$ cat config.mk
export PLATFORM = sky130hd
export DESIGN_NAME = timebase_and_reload_timers
export DESIGN_NICKNAME = d
export VERILOG_FILES = /design/src/tbrt_pkg.sv /design/src/timebase_and_reload_timers.sv
export SDC_FILE = /design/constraint.sdc
export NUM_CORES = 1
export LEC_CHECK = 0
export ABC_AREA = 0
export BUFFER_PORTS_ARGS = -buffer_cell sky130_fd_sc_hd__buf_2
export CELL_PAD_IN_SITES_DETAIL_PLACEMENT = 1
export CELL_PAD_IN_SITES_GLOBAL_PLACEMENT = 1
export CORE_AREA = 2 2 166 200
export DETAILED_ROUTE_END_ITERATION = 8
export DIE_AREA = 0 0 168 202
export PLACE_DENSITY_LB_ADDON = 0.1
export SLEW_MARGIN = 25
export SYNTH_ARGS = -nofsm -noshare
export SYNTH_HDL_FRONTEND = slang
export SYNTH_SLANG_ARGS = --single-unit
$ cat constraint.sdc
create_clock -name clk -period 7.9 [get_ports clk]
set_input_delay 1.58 -clock clk [delete_from_list [all_inputs] [get_ports clk]]
set_output_delay 1.58 -clock clk [all_outputs]
set_load 0.03 [all_outputs]
$ cat src/tbrt_pkg.sv
// Shared types, constants and helpers for the timebase and reload timers.
package tbrt_pkg;

	// Counter and divider widths
	localparam int CNT_W = 16;
	localparam int DIV_W = 14;
	localparam int OUT_W = 16;

	// Divider orders of the fixed taps
	localparam logic [3:0] ORD_32768 = 4'd0;
	localparam logic [3:0] ORD_8192  = 4'd2;
	localparam logic [3:0] ORD_4096  = 4'd3;
	localparam logic [3:0] ORD_2048  = 4'd4;
	localparam logic [3:0] ORD_1024  = 4'd5;
	localparam logic [3:0] ORD_256   = 4'd7;
	localparam logic [3:0] ORD_TMB2  = 4'd8;
	localparam logic [3:0] ORD_TMB1  = 4'd12;
	localparam logic [3:0] ORD_4HZ   = 4'd13;
	localparam logic [3:0] ORD_2HZ   = 4'd14;

	// Item actions
	typedef enum logic [2:0] {
		ACT_TICK    = 3'd0,
		ACT_WR_A    = 3'd1,
		ACT_WR_B    = 3'd2,
		ACT_EN_A    = 3'd3,
		ACT_EN_B    = 3'd4,
		ACT_CLR_DIV = 3'd5
	} action_t;

	// Configuration register indexes
	typedef enum logic [2:0] {
		CFG_A_MAIN = 3'd0,
		CFG_A_AUX  = 3'd1,
		CFG_B_SRC  = 3'd2,
		CFG_TMB1   = 3'd3,
		CFG_TMB2   = 3'd4
	} cfg_idx_t;

	// Source select codes
	localparam logic [2:0] SRC_32768 = 3'd2;
	localparam logic [2:0] SRC_8192  = 3'd3;
	localparam logic [2:0] SRC_4096  = 3'd4;
	localparam logic [2:0] SRC_AUX   = 3'd5;
	localparam logic [2:0] AUX_2048  = 3'd0;
	localparam logic [2:0] AUX_1024  = 3'd1;
	localparam logic [2:0] AUX_256   = 3'd2;
	localparam logic [2:0] AUX_TMB1  = 3'd3;
	localparam logic [2:0] AUX_4HZ   = 3'd4;
	localparam logic [2:0] AUX_2HZ   = 3'd5;
	localparam logic [2:0] SRC_NONE  = 3'd6;

	// A divided tick selection: on = 0 means the source is off
	typedef struct packed {
		logic       on;
		logic [3:0] n;
	} order_t;

	// One result transaction
	typedef struct packed {
		logic [OUT_W-1:0] count_a;
		logic [OUT_W-1:0] count_b;
		logic             irq_timer_a;
		logic             irq_timer_b;
		logic             irq_4096;
		logic             irq_2048;
		logic             irq_1024;
		logic             irq_tmb2;
		logic             irq_tmb1;
		logic             irq_4hz;
	} result_t;

	// Divided tick fires when the low n divider bits are all zero
	function automatic logic fires(logic [DIV_W-1:0] div, order_t ord);
		logic hit;
		hit = ord.on;
		for (int i = 0; i < DIV_W; i++) begin
			if ((i < int'(ord.n)) && div[i]) begin
				hit = 1'b0;
			end
		end
		return hit;
	endfunction

endpackage

$ cat src/timebase_and_reload_timers.sv
// Timebase divider, two reload timers and their interrupt pulses.
// Each input transaction is one 32768 Hz tick or one register access, and
// it yields exactly one result transaction carrying both counts and the
// interrupt pulses raised by that item. The block takes one item per clock
// cycle while the output queue has room: an item waits in the input register,
// where the divider, counters and enables are updated in a single pass, and
// its result is then written into a two-entry output queue whose head drives
// the ports; when the queue is full and not read, the input register stalls.
// Input keeps flowing while one result waits.
// Source and rate registers are written through the configuration channel,
// which is always ready and should only be used while no item is in flight.
module timebase_and_reload_timers
	import tbrt_pkg::*;
(
	input  logic              clk,
	input  logic              arst_n,
	// item channel
	input  logic              in_valid,
	output logic              in_ready,
	input  logic [2:0]        action,
	input  logic [15:0]       value,
	// result channel
	output logic              out_valid,
	input  logic              out_ready,
	output logic [OUT_W-1:0]  count_a,
	output logic [OUT_W-1:0]  count_b,
	output logic              irq_timer_a,
	output logic              irq_timer_b,
	output logic              irq_4096,
	output logic              irq_2048,
	output logic              irq_1024,
	output logic              irq_tmb2,
	output logic              irq_tmb1,
	output logic              irq_4hz,
	// configuration channel
	input  logic              cfg_valid,
	output logic              cfg_ready,
	input  logic [2:0]        cfg_index,
	input  logic [2:0]        cfg_data
);

	// configuration registers
	logic [2:0] a_main_q, a_aux_q, b_src_q;
	logic [1:0] tmb1_rate_q, tmb2_rate_q;

	// timer state
	logic [DIV_W-1:0] divider_q, divider_d;
	logic [CNT_W-1:0] counter_a_q, counter_a_d, preload_a_q, preload_a_d;
	logic [CNT_W-1:0] counter_b_q, counter_b_d, preload_b_q, preload_b_d;
	logic             enable_a_q, enable_a_d, enable_b_q, enable_b_d;

	// input register
	logic              valid_s1;
	logic [2:0]        action_s1;
	logic [15:0]       value_s1;

	// output queue
	result_t q_mem_q [2];
	logic    wr_ptr_q, rd_ptr_q;
	logic [1:0] q_cnt_q;

	logic    process, pop, q_space;
	result_t res;
	order_t  ord_a, ord_b, ord_tmb1, ord_tmb2;
	logic [DIV_W-1:0] div_inc;
	logic [CNT_W-1:0] inc_a, inc_b;
	logic    fire_a, fire_b, wrap_a, wrap_b;

	// handshake
	assign pop       = out_valid && out_ready;
	assign out_valid = (q_cnt_q != 2'd0);
	assign q_space   = (q_cnt_q != 2'd2) || pop;
	assign process   = valid_s1 && q_space;
	assign in_ready  = !valid_s1 || process;
	assign cfg_ready = 1'b1;

	// configuration writes
	always_ff @(posedge clk or negedge arst_n) begin
		if (!arst_n) begin
			a_main_q    <= SRC_NONE;
			a_aux_q     <= SRC_NONE;
			b_src_q     <= SRC_NONE;
			tmb1_rate_q <= 2'd0;
			tmb2_rate_q <= 2'd0;
		end else if (cfg_valid) begin
			unique case (cfg_index)
				CFG_A_MAIN: a_main_q    <= cfg_data;
				CFG_A_AUX:  a_aux_q     <= cfg_data;
				CFG_B_SRC:  b_src_q     <= cfg_data;
				CFG_TMB1:   tmb1_rate_q <= cfg_data[1:0];
				CFG_TMB2:   tmb2_rate_q <= cfg_data[1:0];
				default: ;
			endcase
		end
	end

	// selectable timebase orders
	always_comb begin
		ord_tmb1 = '{on: 1'b1, n: ORD_TMB1 - {2'b00, tmb1_rate_q}};
		ord_tmb2 = '{on: 1'b1, n: ORD_TMB2 - {2'b00, tmb2_rate_q}};
	end

	// timer A source decode; main taps only valid with aux parked at none
	always_comb begin
		ord_a = '{on: 1'b0, n: 4'd0};
		if (a_main_q == SRC_AUX) begin
			unique case (a_aux_q)
				AUX_2048: ord_a = '{on: 1'b1, n: ORD_2048};
				AUX_1024: ord_a = '{on: 1'b1, n: ORD_1024};
				AUX_256:  ord_a = '{on: 1'b1, n: ORD_256};
				AUX_TMB1: ord_a = ord_tmb1;
				AUX_4HZ:  ord_a = '{on: 1'b1, n: ORD_4HZ};
				AUX_2HZ:  ord_a = '{on: 1'b1, n: ORD_2HZ};
				default:  ord_a = '{on: 1'b0, n: 4'd0};
			endcase
		end else if (a_aux_q == SRC_NONE) begin
			unique case (a_main_q)
				SRC_32768: ord_a = '{on: 1'b1, n: ORD_32768};
				SRC_8192:  ord_a = '{on: 1'b1, n: ORD_8192};
				SRC_4096:  ord_a = '{on: 1'b1, n: ORD_4096};
				default:   ord_a = '{on: 1'b0, n: 4'd0};
			endcase
		end
	end

	// timer B source decode
	always_comb begin
		unique case (b_src_q)
			SRC_32768: ord_b = '{on: 1'b1, n: ORD_32768};
			SRC_8192:  ord_b = '{on: 1'b1, n: ORD_8192};
			SRC_4096:  ord_b = '{on: 1'b1, n: ORD_4096};
			default:   ord_b = '{on: 1'b0, n: 4'd0};
		endcase
	end

	// tick arithmetic against the incremented divider
	always_comb begin
		div_inc = divider_q + 1'b1;
		fire_a  = enable_a_q && fires(div_inc, ord_a);
		fire_b  = enable_b_q && fires(div_inc, ord_b);
		inc_a   = counter_a_q + 1'b1;
		inc_b   = counter_b_q + 1'b1;
		wrap_a  = fire_a && (inc_a == '0);
		wrap_b  = fire_b && (inc_b == '0);
	end

	// action decode: next state and result
	always_comb begin
		divider_d   = divider_q;
		counter_a_d = counter_a_q;
		counter_b_d = counter_b_q;
		preload_a_d = preload_a_q;
		preload_b_d = preload_b_q;
		enable_a_d  = enable_a_q;
		enable_b_d  = enable_b_q;
		res         = '0;
		unique case (action_s1)
			ACT_TICK: begin
				divider_d = div_inc;
				if (fire_a) begin
					counter_a_d = wrap_a ? preload_a_q : inc_a;
				end
				if (fire_b) begin
					counter_b_d = wrap_b ? preload_b_q : inc_b;
				end
				res.irq_timer_a = wrap_a;
				res.irq_timer_b = wrap_b;
				res.irq_4096    = fires(div_inc, '{on: 1'b1, n: ORD_4096});
				res.irq_2048    = fires(div_inc, '{on: 1'b1, n: ORD_2048});
				res.irq_1024    = fires(div_inc, '{on: 1'b1, n: ORD_1024});
				res.irq_tmb2    = fires(div_inc, ord_tmb2);
				res.irq_tmb1    = fires(div_inc, ord_tmb1);
				res.irq_4hz     = fires(div_inc, '{on: 1'b1, n: ORD_4HZ});
			end
			ACT_WR_A: begin
				preload_a_d = CNT_W'(value_s1);
				counter_a_d = CNT_W'(value_s1);
			end
			ACT_WR_B: begin
				preload_b_d = CNT_W'(value_s1);
				counter_b_d = CNT_W'(value_s1);
			end
			ACT_EN_A:    enable_a_d = value_s1[0];
			ACT_EN_B:    enable_b_d = value_s1[0];
			ACT_CLR_DIV: divider_d  = '0;
			default: ;
		endcase
		res.count_a = OUT_W'(counter_a_d);
		res.count_b = OUT_W'(counter_b_d);
	end

	// input register
	always_ff @(posedge clk or negedge arst_n) begin
		if (!arst_n) begin
			valid_s1 <= 1'b0;
		end else if (in_ready) begin
			valid_s1 <= in_valid;
		end
	end

	always_ff @(posedge clk) begin
		if (in_valid && in_ready) begin
			action_s1 <= action;
			value_s1  <= value;
		end
	end

	// timer state update
	always_ff @(posedge clk or negedge arst_n) begin
		if (!arst_n) begin
			divider_q   <= '0;
			counter_a_q <= '0;
			counter_b_q <= '0;
			preload_a_q <= '0;
			preload_b_q <= '0;
			enable_a_q  <= 1'b0;
			enable_b_q  <= 1'b0;
		end else if (process) begin
			divider_q   <= divider_d;
			counter_a_q <= counter_a_d;
			counter_b_q <= counter_b_d;
			preload_a_q <= preload_a_d;
			preload_b_q <= preload_b_d;
			enable_a_q  <= enable_a_d;
			enable_b_q  <= enable_b_d;
		end
	end

	// output queue control
	always_ff @(posedge clk or negedge arst_n) begin
		if (!arst_n) begin
			wr_ptr_q <= 1'b0;
			rd_ptr_q <= 1'b0;
			q_cnt_q  <= 2'd0;
		end else begin
			if (process) begin
				wr_ptr_q <= !wr_ptr_q;
			end
			if (pop) begin
				rd_ptr_q <= !rd_ptr_q;
			end
			if (process && !pop) begin
				q_cnt_q <= q_cnt_q + 2'd1;
			end else if (!process && pop) begin
				q_cnt_q <= q_cnt_q - 2'd1;
			end
		end
	end

	// output queue storage
	always_ff @(posedge clk) begin
		if (process) begin
			q_mem_q[wr_ptr_q] <= res;
		end
	end

	// result ports from queue head
	assign count_a     = q_mem_q[rd_ptr_q].count_a;
	assign count_b     = q_mem_q[rd_ptr_q].count_b;
	assign irq_timer_a = q_mem_q[rd_ptr_q].irq_timer_a;
	assign irq_timer_b = q_mem_q[rd_ptr_q].irq_timer_b;
	assign irq_4096    = q_mem_q[rd_ptr_q].irq_4096;
	assign irq_2048    = q_mem_q[rd_ptr_q].irq_2048;
	assign irq_1024    = q_mem_q[rd_ptr_q].irq_1024;
	assign irq_tmb2    = q_mem_q[rd_ptr_q].irq_tmb2;
	assign irq_tmb1    = q_mem_q[rd_ptr_q].irq_tmb1;
	assign irq_4hz     = q_mem_q[rd_ptr_q].irq_4hz;

endmodule

Yosys cells after proc, flatten, opt, wreduce, memory -nomap -nowiden
Memory sizes are Yosys's and may differ from the RTL's.
Index checks and enable logic that the tools add are counted.

storage, ports and cells
  bits in registers = 117
  memory bits (writable) = 80
  bits of input ports = 30
  memories = 1

memories
  name     words  bits a word  rd ports  clocked after Yosys merged registers in  write ports  RTL line                          text
  q_mem_q  2      40           1         0                                        1            timebase_and_reload_timers.sv:58  result_t q_mem_q [2];

operators by class
  $add $sub $neg = 7
  $lt $le $gt $ge = 56
  eq/ne operators = 23
  multiplexer cells = 86
  reduce and logical (&&, ||, !) cells = 90

operators with widths
  kind                                                                          number
  4-bit less-than comparator (first input constant)                             24
  1-bit 2-to-1 mux                                                              71
  1-bit logical AND                                                             65
  3-bit by 4-bit less-than comparator with 1-bit output (first input constant)  16
  16-bit 2-to-1 mux                                                             4
  16-bit one-hot mux with 2 select lines                                        2
  16-bit by 1-bit adder with 16-bit output (second input constant)              2
  16-bit logical NOT                                                            2
  1-bit by 4-bit less-than comparator with 1-bit output (first input constant)  8
  2-bit by 4-bit less-than comparator with 1-bit output (first input constant)  8
  3-bit by 2-bit == test with 1-bit output (second input constant)              10
  5-bit one-hot mux with 3 select lines                                         2
  5-bit one-hot mux with 6 select lines                                         1
  14-bit one-hot mux with 2 select lines                                        1
  3-bit == test (second input constant)                                         9
  2-bit AND reduction                                                           10
  14-bit by 1-bit adder with 14-bit output (second input constant)              1
  5-bit 2-to-1 mux                                                              2
  3-bit by 1-bit == test with 1-bit output (second input constant)              3
  3-bit logical NOT                                                             3
  8-bit 2-to-1 mux                                                              1
  2-bit nonzero test                                                            3
  1-bit logical NOT                                                             5
  2-bit 2-to-1 mux                                                              2
  other kinds (6)                                                               7

Logic depth before layout (Yosys ltp)
Gate-level depths: netlist of run 1.

  depth in word-level cells = 25
  depth in mapped cells = 12

Worst setup path before layout of run 1
OpenSTA, ideal clock, no wires.

  path type = in2reg
  start = in out_ready
  end = mem q_mem_q[0][0] (netlist name) (enable)
  setup time = 0.437 ns
  arrival = 3.639 ns
  required time = 7.463 ns
  setup slack = 3.823 ns
  cell stages on the path = 4
  buffers on the path = 1
  path through = nor3b_1 > nand2b_1 > clkbuf_1 > nor2_1

between the ends
  longest elaborated chain between the ends = 5

ends and longest elaborated chain
  item                                    RTL line                           text
  start, declared                         timebase_and_reload_timers.sv:24   input logic out_ready,
  1-bit logical AND                       timebase_and_reload_timers.sv:70   assign pop = out_valid && out_ready;
  1-bit logical OR                        timebase_and_reload_timers.sv:72   assign q_space = (q_cnt_q != 2'd2) || pop;
  1-bit logical AND                       timebase_and_reload_timers.sv:73   assign process = valid_s1 && q_space;
  1-bit 2-to-1 mux                        timebase_and_reload_timers.sv:252  if (process) begin
  1-bit 2-to-1 mux (implied by the code)  timebase_and_reload_timers.sv:253  q_mem_q[wr_ptr_q] <= res;
  end, declared                           timebase_and_reload_timers.sv:58

No other way between the ends.

Worst setup path in the final report of run 1
  start = reg counter_a_q[0]
  end = mem q_mem_q[0][25] (netlist name) (data pin)

between the ends
  longest elaborated chain between the ends = 6

ends and longest elaborated chain
  item                                          RTL line                           text
  start, declared                               timebase_and_reload_timers.sv:48   logic [CNT_W-1:0] counter_a_q, counter_a_d, preload_a_q, preload_a_d;
  start signal, assigned                        timebase_and_reload_timers.sv:220  counter_a_q <= counter_a_d;
  16-bit by 1-bit adder with 16-bit output (*)  timebase_and_reload_timers.sv:141  inc_a = counter_a_q + 1'b1;
  16-bit logical NOT                            timebase_and_reload_timers.sv:143  wrap_a = fire_a && (inc_a == '0);
  1-bit logical AND                             timebase_and_reload_timers.sv:143
  16-bit 2-to-1 mux (*)                         timebase_and_reload_timers.sv:161  counter_a_d = wrap_a ? preload_a_q : inc_a;
  16-bit 2-to-1 mux (*)                         timebase_and_reload_timers.sv:160  if (fire_a) begin
  16-bit one-hot mux with 2 select lines (*)    timebase_and_reload_timers.sv:157  unique case (action_s1)
  named net counter_a_d[1]                      timebase_and_reload_timers.sv:48

The timed path passes the listed nets; every way through them passes the cells marked *.

==> impl_results.md, run 1 <==
- Post-DP HPWL: between 20,000 and 25,000 um
- EDFF count, synth: ~100
- Pleak: between 4 and 5 nW
- Clock Skew: ~0.015 ns
- Synth Warn #: 0
- Cell variety after synth: 94
- Synth Flop Type: edfxtp_1
- Die Wd: approximately 170 um
- Detailed-route DRC error count: 0
- Register area share after synthesis: 0.504
- Htree depth: 4
- Cell Area, Synth: ~11,000 um2
- CTS-repair resized insts: 0
- Share of layout cells above drive strength 1: 0.227
- Wire per inst: ~23 um
- Synth-to-Final Area Change: 12.0%
- Class of the worst hold path: flop to flop
- # rows: 72
- Register bit total from synthesis: between 150 and 200
- Root Buffer: clkbuf_16
- Global placer's final weighted congestion: between 0.8 and 0.9
- Total placed instance area: about 11,000 um2
- # hold bufs at CTS: 0
- WL final: between 30,000 and 40,000 um
- Critical path capture point type: flop
- Syn_area_per_cell: between 10 and 15 um2
- Die Y: a little over 200 um
- Design Area, Final: ~12,000 um2
- Fmax achieved: around 0.24 GHz
- Total CTS buffers: 17
- Final ANT Viol Nets: 0
- Initial DRT Pass Iterations: 5
- Final number of hold-violating endpoints: 0
- Crit path required time: between 8 and 9 ns
- Max_cap viols: 0
- Peak supply drop: 0.185 mV
- Clock transition at the registers of the reported paths: about 0.080 ns
- Starting Density: 0.337
- Antenna fix cells: 0
- Period utilization: 0.538
- CTS tree: yes
- Worst slew pin tran: 0.884 ns
- Gate Count Post-Synth: around 1,000
- Clock latency on the worst-skew pair: ~0.46 ns
- Tot GR Track Use: 0.205
- Reg2Reg Setup Slack: between 3 and 4 ns
- First-pass GRT wire length: roughly 53,000 um
- Max-slew violations: 0
- Commonest non-fill, non-tap cell in the layout: nand2_1
- IO Port Bufs: 71
- Initial antenna violation count: 0
- Asr flop ratio synth: 0.497
- DIE AREA: approximately 34,000 um2
- Largest area contributor in the netlist: edfxtp_1
- Clock Path Buffers: 2
- Clock period minus worst slack: 4.25 ns
- Dominant cells by area after synthesis: edfxtp_1 (28%), dfrtp_1 (21%), mux2_2 (8.9%)
- Final Setup Violations: 0
- Post-synth top area share: 0.276
- I/O pin count: 73
- DR vias: 8,326
- Most frequent cells in the layout: nand2_1 (116), edfxtp_1 (99), dfrtp_1 (91)
- CTS sink count: between 150 and 200
- Initial DRC Count: about 450
- Critical Path AT: 4.46 ns
- Vias in the first global route: just under 9,000
- Total Neg Setup Slack: 0 ns
- Vias/cell: approximately 5.7
- Post-CTS Setup Repair Bufs: 0
- Largest net degree at the start of global routing: between 50 and 60
- RSZ-0062 raised after global routing: false
- Post-Syn Nets: 1,043
- GR Overflow Total: 0
- WS Path Type: flop to flop
- Worst-path maximum fanout: 12
- Slew HR: 0.409
- Power density over the cells: 336 nW/um2
- Core Region: between 30,000 and 40,000 um2
- Setup crit start kind: flop
- # nets final: 1,081
- Outcome: complete, no violations
registers in the layout, indices dropped and copies added (netlist names), 3 cells and up:
register	flops
q_mem_q	80
counter_a_q	16
counter_b_q	16
preload_a_q	16
preload_b_q	16
value_s1	16
divider_q	14
a_aux_q	3
a_main_q	3
action_s1	3
b_src_q	3
power by group:
part	switching [W]	total, W	internal, W	leakage, nW
registers	0.000308	0.00177	0.00146	2.16
clock network	0.000458	0.000897	0.000439	0.300
logic	0.000862	0.00139	0.000529	2.17
critical path: stages (launching register included):
cell     delay [ns]
dfrtp_1        0.56
ha_1           0.36
nand4_1        0.30
nor4_2         0.42
nand4_1        0.19
a22oi_1        0.54
and3_1         0.50
buf_4          0.26
mux2_1         0.33
o211a_1        0.22
a211o_1        0.31
synthesized netlist by cell type (16+ instances only):
cell / number
dfrtp_1: 92
a21oi_1: 34
nor2_1: 53
xnor2_1: 20
nand2_1: 116
nor3_1: 16
o21ai_0: 58
nand4_1: 17
buf_2: 16
inv_1: 20
and3_1: 25
mux2_2: 85
nand3_1: 28
clkbuf_1: 38
a31oi_1: 22
edfxtp_1: 99
area by class of cell:
type	instances	area, um2
inverters	21	78.8
fillers	3522	19900
repair buffers	85	463
clock inverters	14	178
well taps	407	509
multi-input cells	718	4970
clock buffers	18	439
flip-flops and latches	197	5430
path summary, 6_finish.rpt:
kind | from | endpoint | cells after the start
setup / recovery | counter_a_q[0] | q_mem_q[0][25] | 10
hold / removal | preload_b_q[0] | preload_b_q[0] | 2
setup reg to reg | counter_a_q[0] | q_mem_q[0][25] | 10
hold reg to reg | preload_b_q[0] | preload_b_q[0] | 2
max in group asynchronous | arst_n | counter_a_q[11] | 2
min in group asynchronous | arst_n | valid_s1 | 1
through the flow:
| stage | worst slack, ns | util | instances | power, W | hold slack [ns] |
|---|---|---|---|---|---|
| final | 3.65 | 0.377 | 1460 | 0.00406 | 0.491 |
| after global routing | 3.38 | 0.377 | 1460 | 0.00431 | 0.519 |
| after CTS | 3.63 | 0.377 | 1460 | 0.00411 | 0.487 |
| after global placement | 3.54 | 0.358 | 1428 | 0.00318 | 0.463 |
| after floorplan | 3.82 | - | 1002 | 0.00273 | 0.447 |
| after detailed placement | 3.53 | 0.358 | 1428 | 0.00320 | 0.467 |
layer usage:
layer  vias to the layer above  routed length [um]  share of wire  global-route usage
met4                         0                 955          0.029              0.0792
met2                       191               15400           0.46               0.326
met1                      4239               15800           0.48               0.284
li1                       3850                   -              -                   -
met5                         -                   0              0                   0
met3                        46                1150          0.034              0.0284
kinds of logic (layout without fill, tap and decap cells):
logic type | count (synthesis) | after routing | synth area share
other cells | 1 | 1 | 0.000348
buf+inv | 87 | 138 | 0.0359
flops | 197 | 197 | 0.504
xor+xnor | 29 | 29 | 0.0236
simple gates | 350 | 350 | 0.174
compound gates | 237 | 237 | 0.156
mux | 90 | 90 | 0.0936
fa+ha+maj | 11 | 11 | 0.0128
Power figures use the tool's default switching activity.
==> run 2, diff against run 1 <==
- clock period: 7.9 -> 3.6 ns (I/O delays scaled with it)
==> impl_results.md, run 2 (synthesis gave the netlist of run 1 again) <==
- Outcome: complete, no violations
- Share of layout cells above drive strength 1: 0.261 (+0.0337)
- Detailed-route DRC error count: 0 (unchanged)
- Fmax achieved: 0.295 GHz (+26%)
- Die Y: 202 um (unchanged)
- Top reg by flops: q_mem_q
- Clock period minus worst slack: 3.39 ns (-0.867 ns)
- Total placed instance area: 11,900 um2 (+3.7%)
- Post-DP HPWL: 24,100 um (+2.8%)
- Final Setup Violations: 0 (unchanged)
- WL final: 33,700 um (+1.0%)
- Clock Skew: 0.0140 ns (-0.00110 ns)
- Max_cap viols: 0 (unchanged)
- Clock latency on the worst-skew pair: 0.45 ns (about the same)
- Worst-path maximum fanout: 13 (+1)
- Setup crit start kind: flop
- Critical path capture point type: flop
- Global placer's final weighted congestion: 0.865 (+0.35%)
- RSZ-0062 raised after global routing: false
- Max reg flops: 80 (unchanged)
- Final ANT Viol Nets: 0 (unchanged)
- Initial DRT Pass Iterations: 5 (unchanged)
- Crit path required time: 3.87 ns (-4.23 ns)
- I/O pin count: 73 (unchanged)
- # nets final: 1,129 (+4.4%)
- FILL cells: 3,530 (+0.23%)
- Final number of hold-violating endpoints: 0 (unchanged)
- Starting Density: 0.337 (unchanged)
- # rows: 72 (unchanged)
- Largest net degree at the start of global routing: 99 (+87%)
- CTS tree: yes
- Most frequent cells in the layout: nand2_1 (116), edfxtp_1 (99), dfrtp_1 (91)
- Total Neg Setup Slack: 0 ns (unchanged)
- Peak supply drop: 0.350 mV (+89%)
- Vias/cell: 5.59 (-2.0%)
- DR vias: 8,431 (+1.3%)
- Max-slew violations: 0 (unchanged)
- Total CTS buffers: 17 (unchanged)
- GR Overflow Total: 0 (unchanged)
- DIE AREA: 33,900 um2 (unchanged)
- Power density over the cells: 724 nW/um2 (+120%)
- Synth-to-Final Area Change: 15.6%
- Commonest non-fill, non-tap cell in the layout: nand2_1
- Pleak: 4.88 nW (+5.5%)
- Clock Path Buffers: 2 (unchanged)
- Class of the worst hold path: input pin to async pin
- Design Area, Final: 12,500 um2 (+3.2%)
- Slew HR: 0.542 (+0.134)
- Initial DRC Count: 520 (+17%)
- WS Path Type: flop to flop
- Period utilization: 0.940 (+0.402)
- Post-CTS Setup Repair Bufs: 0 (unchanged)
- Vias in the first global route: 8,768 (+1.2%)
- Critical Path AT: 3.65 ns (-0.81 ns)
- Initial antenna violation count: 0 (unchanged)
- Die Wd: 168 um (unchanged)
- Clock transition at the registers of the reported paths: 0.08 ns (about the same)
- Wire per inst: 22.3 um (-2.2%)
- First-pass GRT wire length: 52,700 um (-0.39%)
- CTS sink count: 197 (unchanged)
- Core Region: 32,000 um2 (unchanged)
- IO Port Bufs: 71 (unchanged)
- Htree depth: 4 (unchanged)
- Tot GR Track Use: 0.204 (-0.00133)
- Antenna fix cells: 0 (unchanged)
- Worst slew pin tran: 0.677 ns (-0.207 ns)
- Root Buffer: clkbuf_16
run 2: changes by cell type in the layout (fill, tap and decap cells not counted), moves of 2 or more:
| cell | delta |
|---|---|
| clkinv_8 | -4 |
| buf_12 | +5 |
| buf_4 | +43 |
| inv_6 | +2 |
| clkinv_2 | +2 |
run 2: critical path, cell delays in order (launching register included):
cell and delay (ns):
dfrtp_1 0.38, ha_1 0.24, ha_1 0.30, or4b_1 0.52, a21oi_1 0.29, o21a_1 0.20
nand3_1 0.14, a2111oi_4 0.31, buf_12 0.19, mux2i_1 0.08, a211o_1 0.31, a31oi_1 0.24
run 2: report_power, final:
part	total [W]	internal [W]	switching, W
Combinational	0.00332	0.00133	0.00199
Sequential	0.00382	0.00320	0.000610
Clock	0.00188	0.000924	0.000956
run 2: metal layers:
layer / GRT usage / vias up / wire (um)
met5: 0 / - / 0
met4: 0.0711 / 0 / 830
li1: - / 3952 / -
met2: 0.332 / 150 / 15800
met1: 0.279 / 4296 / 16000
met3: 0.0276 / 33 / 998
run 2: stage by stage:
step	instances	hold slack (ns)	util	power [W]	setup slack, ns
after global placement	1476	0.458	0.371	0.00716	0.233
after detailed placement	1476	0.466	0.371	0.00721	0.0623
after floorplan	1002	0.424	-	0.00599	0.383
after global routing	1508	0.339	0.389	0.00957	0.0141
after CTS	1508	0.364	0.389	0.00913	0.0268
final	1508	0.306	0.389	0.00902	0.214
run 2: final timing paths:
check / start / endpoint / slack [ns] / cells after the start
worst max-delay path: divider_q[0] / q_mem_q[0][9] / 0.21 / 11
worst min-delay path: arst_n / counter_b_q[1] / 0.31 / 2
worst max register to register: divider_q[0] / q_mem_q[0][9] / 0.21 / 11
worst min register to register: preload_a_q[14] / preload_a_q[14] / 0.48 / 1
max in group asynchronous: arst_n / counter_a_q[8] / 2.76 / 2
min in group clk: value[14] / value_s1[14] / 0.44 / 1
run 2: cell type report:
class	instances	area, um2	area share
timing repair buffer	133	886	0.0711
tap	407	509	0.0409
sequential	197	5430	0.436
inverter	21	78.8	0.00633
multi-input combinational	718	4980	0.400
clock buffer	18	429	0.0345
clock inverter	14	140	0.0113
run 2: timing repair:
action                     CTS  global route
hold buffers                 0             0
setup endpoints to repair    0            30
resized for setup            0             4
